--- config.mk ---
export PLATFORM = sky130hd
export DESIGN_NAME = tcw_ctrl
export DESIGN_NICKNAME = d
export VERILOG_FILES = /design/src/rtl/core/tcw_pkg.sv /design/src/rtl/core/tcw_ctrl.sv
export VERILOG_INCLUDE_DIRS = /design/src /design/src/rtl/core
export SDC_FILE = /design/constraint.sdc
export NUM_CORES = 1
export LEC_CHECK = 0
export CAP_MARGIN = 20
export CELL_PAD_IN_SITES_DETAIL_PLACEMENT = 1
export CELL_PAD_IN_SITES_GLOBAL_PLACEMENT = 2
export CORE_AREA = 4 4 41 43
export DETAILED_ROUTE_END_ITERATION = 10
export DIE_AREA = 0 0 45 47
export DONT_BUFFER_PORTS = 1
export PLACE_DENSITY = 0.7
export SLEW_MARGIN = 20
export SYNTH_ARGS = -nofsm -noshare
export SYNTH_HDL_FRONTEND = slang
export SYNTH_SLANG_ARGS = --single-unit
--- constraint.sdc ---
create_clock -name clock -period 2.3 [get_ports clock]
set_input_delay 0.46 -clock clock [delete_from_list [all_inputs] [get_ports clock]]
set_output_delay 0.46 -clock clock [all_outputs]
set_load 0.02 [all_outputs]
--- src/rtl/core/text_console_writer_assert.svh ---
// Assertion macros shared by the text console writer modules.
`ifndef TEXT_CONSOLE_WRITER_ASSERT_SVH
`define TEXT_CONSOLE_WRITER_ASSERT_SVH

// Condition must never hold at a clock edge outside reset.
`define TCW_ASSERT_NEVER(label, clk, rst, cond) \
   label: assert property (@(posedge clk) disable iff (rst) !(cond)) \
      else $error("assertion failed");

// Antecedent must imply the consequent in the same cycle.
`define TCW_ASSERT_IMPLY(label, clk, rst, ante, cons) \
   label: assert property (@(posedge clk) disable iff (rst) (ante) |-> (cons)) \
      else $error("assertion failed");

`endif

--- src/rtl/core/tcw_pkg.sv ---
// Shared constants, command codes and control/status types of the text console writer.
package tcw_pkg;

   localparam int COLS   = 80;
   localparam int ROWS   = 25;
   localparam int CELLS  = COLS * ROWS;
   localparam int MEM_AW = $clog2(CELLS);
   localparam int COL_W  = $clog2(COLS);
   localparam int ROW_W  = $clog2(ROWS);
   localparam int ADDR_W = 11;
   localparam int CELL_W = 16;

   localparam logic [CELL_W-1:0] RESET_BLANK = 16'h0700;
   localparam logic [7:0]        RESET_BLANK_ATTR = 8'h07;

   localparam logic [1:0] CMD_PUT     = 2'd0;
   localparam logic [1:0] CMD_NEWLINE = 2'd1;
   localparam logic [1:0] CMD_CLEAR   = 2'd2;
   localparam logic [1:0] CMD_READ    = 2'd3;

   typedef struct packed {
      logic capture;
      logic exec;
      logic cnt_zero;
      logic cnt_inc;
      logic init_wr;
      logic clr_wr;
      logic copy_rd;
      logic blank_stage;
      logic load_rsp;
   } tcw_cmd_type;

   typedef struct packed {
      logic [1:0] cmd;
      logic       need_scroll;
      logic       cnt_last_copy;
      logic       cnt_last;
      logic       out_free;
   } tcw_status_type;

endpackage

--- src/rtl/core/tcw_ctrl.sv ---
// Controller state machine of the text console writer.
module tcw_ctrl import tcw_pkg::*; (
   input  logic           clock,
   input  logic           reset,
   input  logic           req_valid,
   output logic           req_ready,
   input  tcw_status_type stat,
   output tcw_cmd_type    ctl
);

   localparam logic [2:0] ST_INIT   = 3'd0;
   localparam logic [2:0] ST_IDLE   = 3'd1;
   localparam logic [2:0] ST_EXEC   = 3'd2;
   localparam logic [2:0] ST_CLEAR  = 3'd3;
   localparam logic [2:0] ST_SCOPY  = 3'd4;
   localparam logic [2:0] ST_SBLANK = 3'd5;
   localparam logic [2:0] ST_FINISH = 3'd6;

   logic [2:0] state_ff;
   logic [2:0] state_in;

   always_comb begin
      state_in  = state_ff;
      ctl       = '0;
      req_ready = 1'b0;
      unique case (state_ff)
         ST_INIT: begin
            ctl.init_wr = 1'b1;
            ctl.cnt_inc = 1'b1;
            if (stat.cnt_last) begin
               state_in = ST_IDLE;
            end
         end
         ST_IDLE: begin
            req_ready = 1'b1;
            if (req_valid) begin
               ctl.capture = 1'b1;
               state_in    = ST_EXEC;
            end
         end
         ST_EXEC: begin
            ctl.exec = 1'b1;
            priority if (stat.cmd == CMD_CLEAR) begin
               ctl.cnt_zero = 1'b1;
               state_in     = ST_CLEAR;
            end else if (stat.need_scroll) begin
               ctl.cnt_zero = 1'b1;
               state_in     = ST_SCOPY;
            end else begin
               state_in = ST_FINISH;
            end
         end
         ST_CLEAR: begin
            ctl.clr_wr  = 1'b1;
            ctl.cnt_inc = 1'b1;
            if (stat.cnt_last) begin
               state_in = ST_FINISH;
            end
         end
         ST_SCOPY: begin
            ctl.copy_rd = 1'b1;
            ctl.cnt_inc = 1'b1;
            if (stat.cnt_last_copy) begin
               state_in = ST_SBLANK;
            end
         end
         ST_SBLANK: begin
            ctl.blank_stage = 1'b1;
            ctl.cnt_inc     = 1'b1;
            if (stat.cnt_last) begin
               state_in = ST_FINISH;
            end
         end
         ST_FINISH: begin
            if (stat.out_free) begin
               ctl.load_rsp = 1'b1;
               req_ready    = 1'b1;
               if (req_valid) begin
                  ctl.capture = 1'b1;
                  state_in    = ST_EXEC;
               end else begin
                  state_in = ST_IDLE;
               end
            end
         end
         default: begin
            state_in = ST_IDLE;
         end
      endcase
   end

   always_ff @(posedge clock) begin
      if (reset) begin
         state_ff <= ST_INIT;
      end else begin
         state_ff <= state_in;
      end
   end

   `include "text_console_writer_assert.svh"

   `TCW_ASSERT_IMPLY(a_load_needs_room, clock, reset, ctl.load_rsp, stat.out_free)
   `TCW_ASSERT_IMPLY(a_accept_only_when_free, clock, reset, ctl.capture,
      (state_ff == ST_IDLE) || (state_ff == ST_FINISH && ctl.load_rsp))
   `TCW_ASSERT_NEVER(a_scroll_leaves_no_exec, clock, reset,
      $past(state_ff == ST_SBLANK) && state_ff == ST_EXEC)

endmodule

==> flow_metrics.tcl, run 1 <==
set metrics [dict create \
    ys_top_cells_by_area "dfxtp_1 18%, a21oi_1 7.4%, inv_1 5.6%" \
    ys_top_cells_by_count "5 x a21oi_1, 5 x inv_1, 5 x nor2_1" \
    dp_slack_ps 507 \
    ant_nets 0 \
    status "complete, no violations" \
    grt_max_degree 16 \
    ir_drop_uv 327 \
    intPower_w 0.000223 \
    grt_pass1_wl_mm 1.39 \
    port-buffer-count 0 \
    die-area_um2 2120 \
    layout.nets 62 \
    regToRegSetupSlack_ps 630 \
    r2r_cells 4 \
    cts.sinks 3 \
    synth-seq-area-share_pct 17.8 \
    dpl.hpwl_um 709 \
    combPwrFrac_pct 52.9 \
    drc 0 \
    yosysUniqueCellTypes 26 \
    synth_edf_count 0 \
    die_h_um 47 \
    path_class "reg -> out" \
    hold_viol_final 0 \
    syn_inst 47 \
    yosys_warnings 0 \
    synth_mux_area_share_pct 10.7 \
    postCtsHoldBufs 0 \
    rows 13 \
    rsz0062_at_grt "false" \
    fin_setup_tns_ps 0 \
    r2r-end "state_ff[0]" \
    pwr-share-clk_pct 20.9 \
    period_share_pct 88.8 \
    cts_root_buf "clkbuf_4" \
    cts_tree "done" \
    required_ps 1840 \
    antenna_cells 0 \
    cts_buffers 3 \
    crit_buf_inv 1 \
    wl_per_cell_um 13.3 \
    syn_area_per_cell_um2 7.19 \
    grt-ovfl-total 0 \
    syn-num-nets 56 \
    seq_power_share_pct 26.3 \
    drt-total-wl_um 894 \
    final_area_um2 393 \
    dpl-instance-area_um2 367 \
    max_freq_mhz 490 \
    tightestPinTransition_ps 652 \
    critPathTopFamily "flip-flops" \
    report.final.slew_viol_count 0 \
    maxCapViolCount 0 \
    synth_compound_area_share_pct 37.8 \
    synth_top_family_by_area "compound AO/OA/AOI/OAI gates" \
    post_cts_buffers 0 \
    largest_reg_flops 3 \
    cp.arrival_ps 1580 \
    fp.dieW_um 45 \
    r2r_start "state_ff[0]" \
    clk_latency_ps 230 \
    antenna_found_initial 0 \
    maxSlewHeadroom_pct 56.2 \
    synth_area_um2 338 \
    synth_top_area_share_pct 17.8 \
    routabilityCongestion 0.721 \
    synth_top_flop_cell "dfxtp_1" \
    synth_fa_ha_area_share_pct 0 \
    switching_share_pct 48.9 \
    synth-seq-cells 3 \
    slowest_delay_ps 560 \
    cpMaxStageDelayCell "dfxtp_1" \
    post_cts_resized 0 \
    period_needed_ps 2040 \
    skew_ps 0.806 \
    nFillCells 167 \
    endpoint_kind "output port" \
    holdPathStages 1 \
    track_usage_pct 9.30 \
    initial_utilization_pct 26.0 \
    core_um2 1300 \
    yosysTopAreaCell "dfxtp_1" \
    route.vias.total 339 \
    min_to "state_ff[2]" \
    synth-async-reset-ratio_pct 0 \
    via_per_inst 5.06 \
    final_layout_size_suffix_gt1_share_pct 17.3 \
    p_per_area_nw_per_um2 1110 \
    leakage_nw 0.166 \
    grt_pass1_vias 337 \
    critPathMaxFanout 13 \
    firstDrtPassIters 3 \
    h-tree-depth 1 \
    crit_chain "inv_1, nor3_1, a21o_1, and2_1" \
    worstHoldStart "reset" \
    regMostFlops "state_ff" \
    p_sw_w 0.000213 \
    synth-simple-area-share_pct 22.2 \
    clkTransAtPathRegs_ps 40 \
    startpoint_type "flip-flop" \
    drtIter0Drc 6 \
    synth_xor_area_share_pct 0 \
    num_io_pins 19 \
    setup_slack_ps 258 \
    hold_class "in -> reg" \
    setup_violations 0 \
    clock_tree.buffer_depth 2 \
    top_regs "state_ff (3)" \
    area_growth_pct 16.3 \
]
-- kinds of logic (layout without fill, tap and decap cells) --
group,Yosys count,in the layout
flip-flops,3,3
multiplexers,3,3
buffers and inverters,8,13
AO/OA/AOI/OAI,18,18
AND/OR/NAND/NOR,15,15
-- layer usage --
layer / track usage [%] / share of wire (%)
met5: 0 / 0
met2: 13.8 / 53
met3: 3.45 / 3.8
met4: 8.77 / 0
met1: 10.2 / 43
-- cell usage in the layout, fill, tap and decap left out, drive strengths merged --
cell | netlist | routed
nor2 | 5 | 5
inv | 5 | 5
a21oi | 5 | 5
buf | 3 | 4
clkbuf | 0 | 4
nand2b | 3 | 3
nor3 | 3 | 3
dfxtp | 3 | 3
nand2 | 2 | 2
a21o | 2 | 2
a211oi | 2 | 2
mux2 | 2 | 2
and2 | 1 | 1
and3b | 1 | 1
a22o | 1 | 1
mux2i | 1 | 1
o2bb2ai | 1 | 1
o32ai | 1 | 1
o22ai | 1 | 1
a31oi | 1 | 1
o31ai | 1 | 1
o211ai | 1 | 1
o2111ai | 1 | 1
o21ai | 1 | 1
-- layout make-up --
| class | instances | area [µm²] | area share (%) |
|---|---|---|---|
| well taps | 15 | 18.8 | 4.78 |
| multi-input cells | 36 | 239 | 60.8 |
| flip-flops and latches | 3 | 60.1 | 15.3 |
| clock buffers | 4 | 26.3 | 6.69 |
| repair buffers | 4 | 30.0 | 7.64 |
| inverters | 5 | 18.8 | 4.78 |
-- worst max-delay path by stage --
stage | slack, ps | from | depth (start not counted) | end
after floorplan | 260 | state_ff[2] | 5 | ctl[8]
after global placement | 500 | state_ff[1] | 4 | ctl[8]
after detailed placement | 510 | state_ff[1] | 4 | ctl[8]
after CTS | 250 | state_ff[1] | 4 | ctl[8]
after global routing | 70 | state_ff[1] | 4 | ctl[8]
final | 260 | state_ff[1] | 4 | ctl[8]
-- power groups by stage --
stage          Sequential, W  Combinational (W)   Clock, W
2_1_floorplan      0.0000791           0.000234          0
3_3_place_gp        0.000116           0.000234          0
3_5_place_dp        0.000114           0.000235          0
4_1_cts             0.000114           0.000235  0.0000984
5_1_grt             0.000120           0.000255   0.000103
6_report            0.000114           0.000230  0.0000910
-- per-stage QoR --
step	total power (W)	utilization, %	cells	hold WS [ps]
after floorplan	0.000313	-	47	529
after global placement	0.000350	28.2	63	537
after detailed placement	0.000349	28.2	63	536
after CTS	0.000447	30.2	67	285
after global routing	0.000478	30.2	67	287
final	0.000436	30.2	67	297
No activity file was read; power rests on OpenSTA's default activity.
==> run 2: changes to the inputs <==
Settings changed: CORE_AREA 4 4 41 43 to not set, CORE_MARGIN set to 4, CORE_UTILIZATION set to 24, DIE_AREA 0 0 45 47 to not set.
Clock period 2.3 ns to 1.7 ns, I/O delays scaled along.
==> run 2 against run 1 <==
- non-clock buffer count is 5 higher
- die area decreased by 2.1%
- wire length is 13% higher
- critical endpoint unchanged
- global-route usage up 1.2 points
- largest power group unchanged
- clock power up 37%
- critical path depth unchanged
- clock skew grew 0.77 ps
- sequential cell count is the same
- combinational power up 83%
- total power increased by 58%
==> flow_metrics.tcl, run 2 (synthesis gave the netlist of run 1 again) <==
set metrics [dict create \
    status "complete, no violations" \
    num_io_pins 19 \
    final_cells 72 \
    cp.arrival_ps 1290 \
    hold_viol_final 0 \
    critPathMaxFanout 10 \
    via_per_inst 4.99 \
    crit_buf_inv 0 \
    regToRegSetupSlack_ps 240 \
    route.vias.total 359 \
    startpoint_type "flip-flop" \
    initial_utilization_pct 25.6 \
    cts_buffers 3 \
    core_um2 1320 \
    ir_drop_uv 588 \
    grt-ovfl-total 0 \
    cpMaxStageDelayCell "dfxtp_2" \
    max_freq_mhz 613 \
    clkTransAtPathRegs_ps 40 \
    rows 13 \
    endpoint_kind "output port" \
    required_ps 1360 \
    cts_root_buf "clkbuf_4" \
    cts_tree "done" \
    wl_per_cell_um 14.0 \
    drc 0 \
    grt_max_degree 11 \
    cts.sinks 3 \
    top_regs "state_ff (3)" \
    antenna_found_initial 0 \
    fin_setup_tns_ps 0 \
    dpl.hpwl_um 780 \
    period_share_pct 95.9 \
    regMostFlops "state_ff" \
    firstDrtPassIters 2 \
    postCtsHoldBufs 0 \
    rsz0062_at_grt "false" \
    leakage_nw 0.203 \
    hold_class "in -> reg" \
    report.final.slew_viol_count 0 \
    r2r-end "state_ff[0]" \
    period_needed_ps 1630 \
    area_growth_pct 35.9 \
    antenna_cells 0 \
    clk_latency_ps 230 \
    fp.dieW_um 45.5 \
    clock_tree.buffer_depth 2 \
    layout.nets 67 \
    ant_nets 0 \
    largest_reg_flops 3 \
    dp.cells 68 \
    p_per_area_nw_per_um2 1500 \
    path_class "reg -> out" \
    slowest_delay_ps 440 \
    r2r_start "state_ff[0]" \
    min_to "state_ff[1]" \
    die_h_um 45.5 \
    routabilityCongestion 0.733 \
    h-tree-depth 1 \
    maxCapViolCount 0 \
    port-buffer-count 0 \
    final_layout_size_suffix_gt1_share_pct 36.8 \
    track_usage_pct 10.5 \
    critPathTopFamily "simple AND/OR/NAND/NOR gates" \
    drtIter0Drc 2 \
    skew_ps 1.58 \
    final_common_cell "buf_4" \
    die-area_um2 2070 \
    drt-total-wl_mm 1.01 \
    final_cell_mix "9 x buf_4, 5 x nor2_1, 5 x inv_1, 5 x a21oi_1" \
    maxSlewHeadroom_pct 73.6 \
    r2r_cells 4 \
    tightestPinTransition_ps 395 \
    setup_violations 0 \
    grt_pass1_wl_mm 1.60 \
    crit_chain "nand2b_4, nor3_4, a21o_1, and2_2" \
    grt_pass1_vias 370 \
    power_w 0.000688 \
    worstHoldStart "reset" \
    holdPathStages 1 \
]
-- run 2: cell types whose count changed in the layout (fill, tap and decap cells not counted), sizes merged --
| cell | previous run | this run |
|---|---|---|
| buf | 4 | 9 |
-- run 2: metrics by stage --
stage / hold slack [ps] / util (%) / setup slack (ps) / area [µm²]
2_1_floorplan: 409 / - / 55.3 / 349
3_3_place_gp: 412 / 31.5 / 146 / 415
3_5_place_dp: 415 / 31.5 / 133 / 415
4_1_cts: 161 / 33.8 / 7.72 / 445
5_1_grt: 160 / 34.9 / 4.64 / 459
6_report: 166 / 34.9 / 70.0 / 459
-- run 2: area by class of cell --
type	count	area (µm²)
clock buffers	4	26.3
fillers	168	858
multi-input cells	36	264
inverters	5	18.8
flip-flops and latches	3	63.8
repair buffers	9	67.6
well taps	15	18.8
-- run 2: worst max path at each step --
stage | startpoint | endpoint | slack, ps | depth (start not counted)
floorplan | state_ff[2] | ctl[8] | 60 | 5
detailed placement | state_ff[0] | state_ff[0] | 130 | 4
global route | state_ff[0] | ctl[8] | 5 | 4
global placement | state_ff[0] | state_ff[0] | 150 | 4
finish | state_ff[0] | ctl[8] | 70 | 4
CTS | state_ff[1] | ctl[6] | 8 | 4
-- run 2: what timing repair did --
action,CTS,global route
gates resized for setup,3,3
buffers inserted,0,0
setup endpoints to repair,4,3
-- run 2: power breakdown --
group	internal [W]	total, W	leakage, nW	switching, W
logic	0.000188	0.000420	0.162	0.000232
clock network	0.0000880	0.000125	0.0150	0.0000369
registers	0.0000947	0.000143	0.0258	0.0000486
total	0.000371	0.000688	0.203	0.000317
-- run 2: routing by layer --
| layer | global-route usage, % | vias up | routed length, µm |
|---|---|---|---|
| met3 | 2.37 | 0 | 31 |
| met1 | 12.3 | 162 | 437 |
| met5 | 0 | - | 0 |
| met2 | 17.8 | 4 | 538 |
| met4 | 5.26 | 0 | 0 |
| li1 | - | 193 | - |
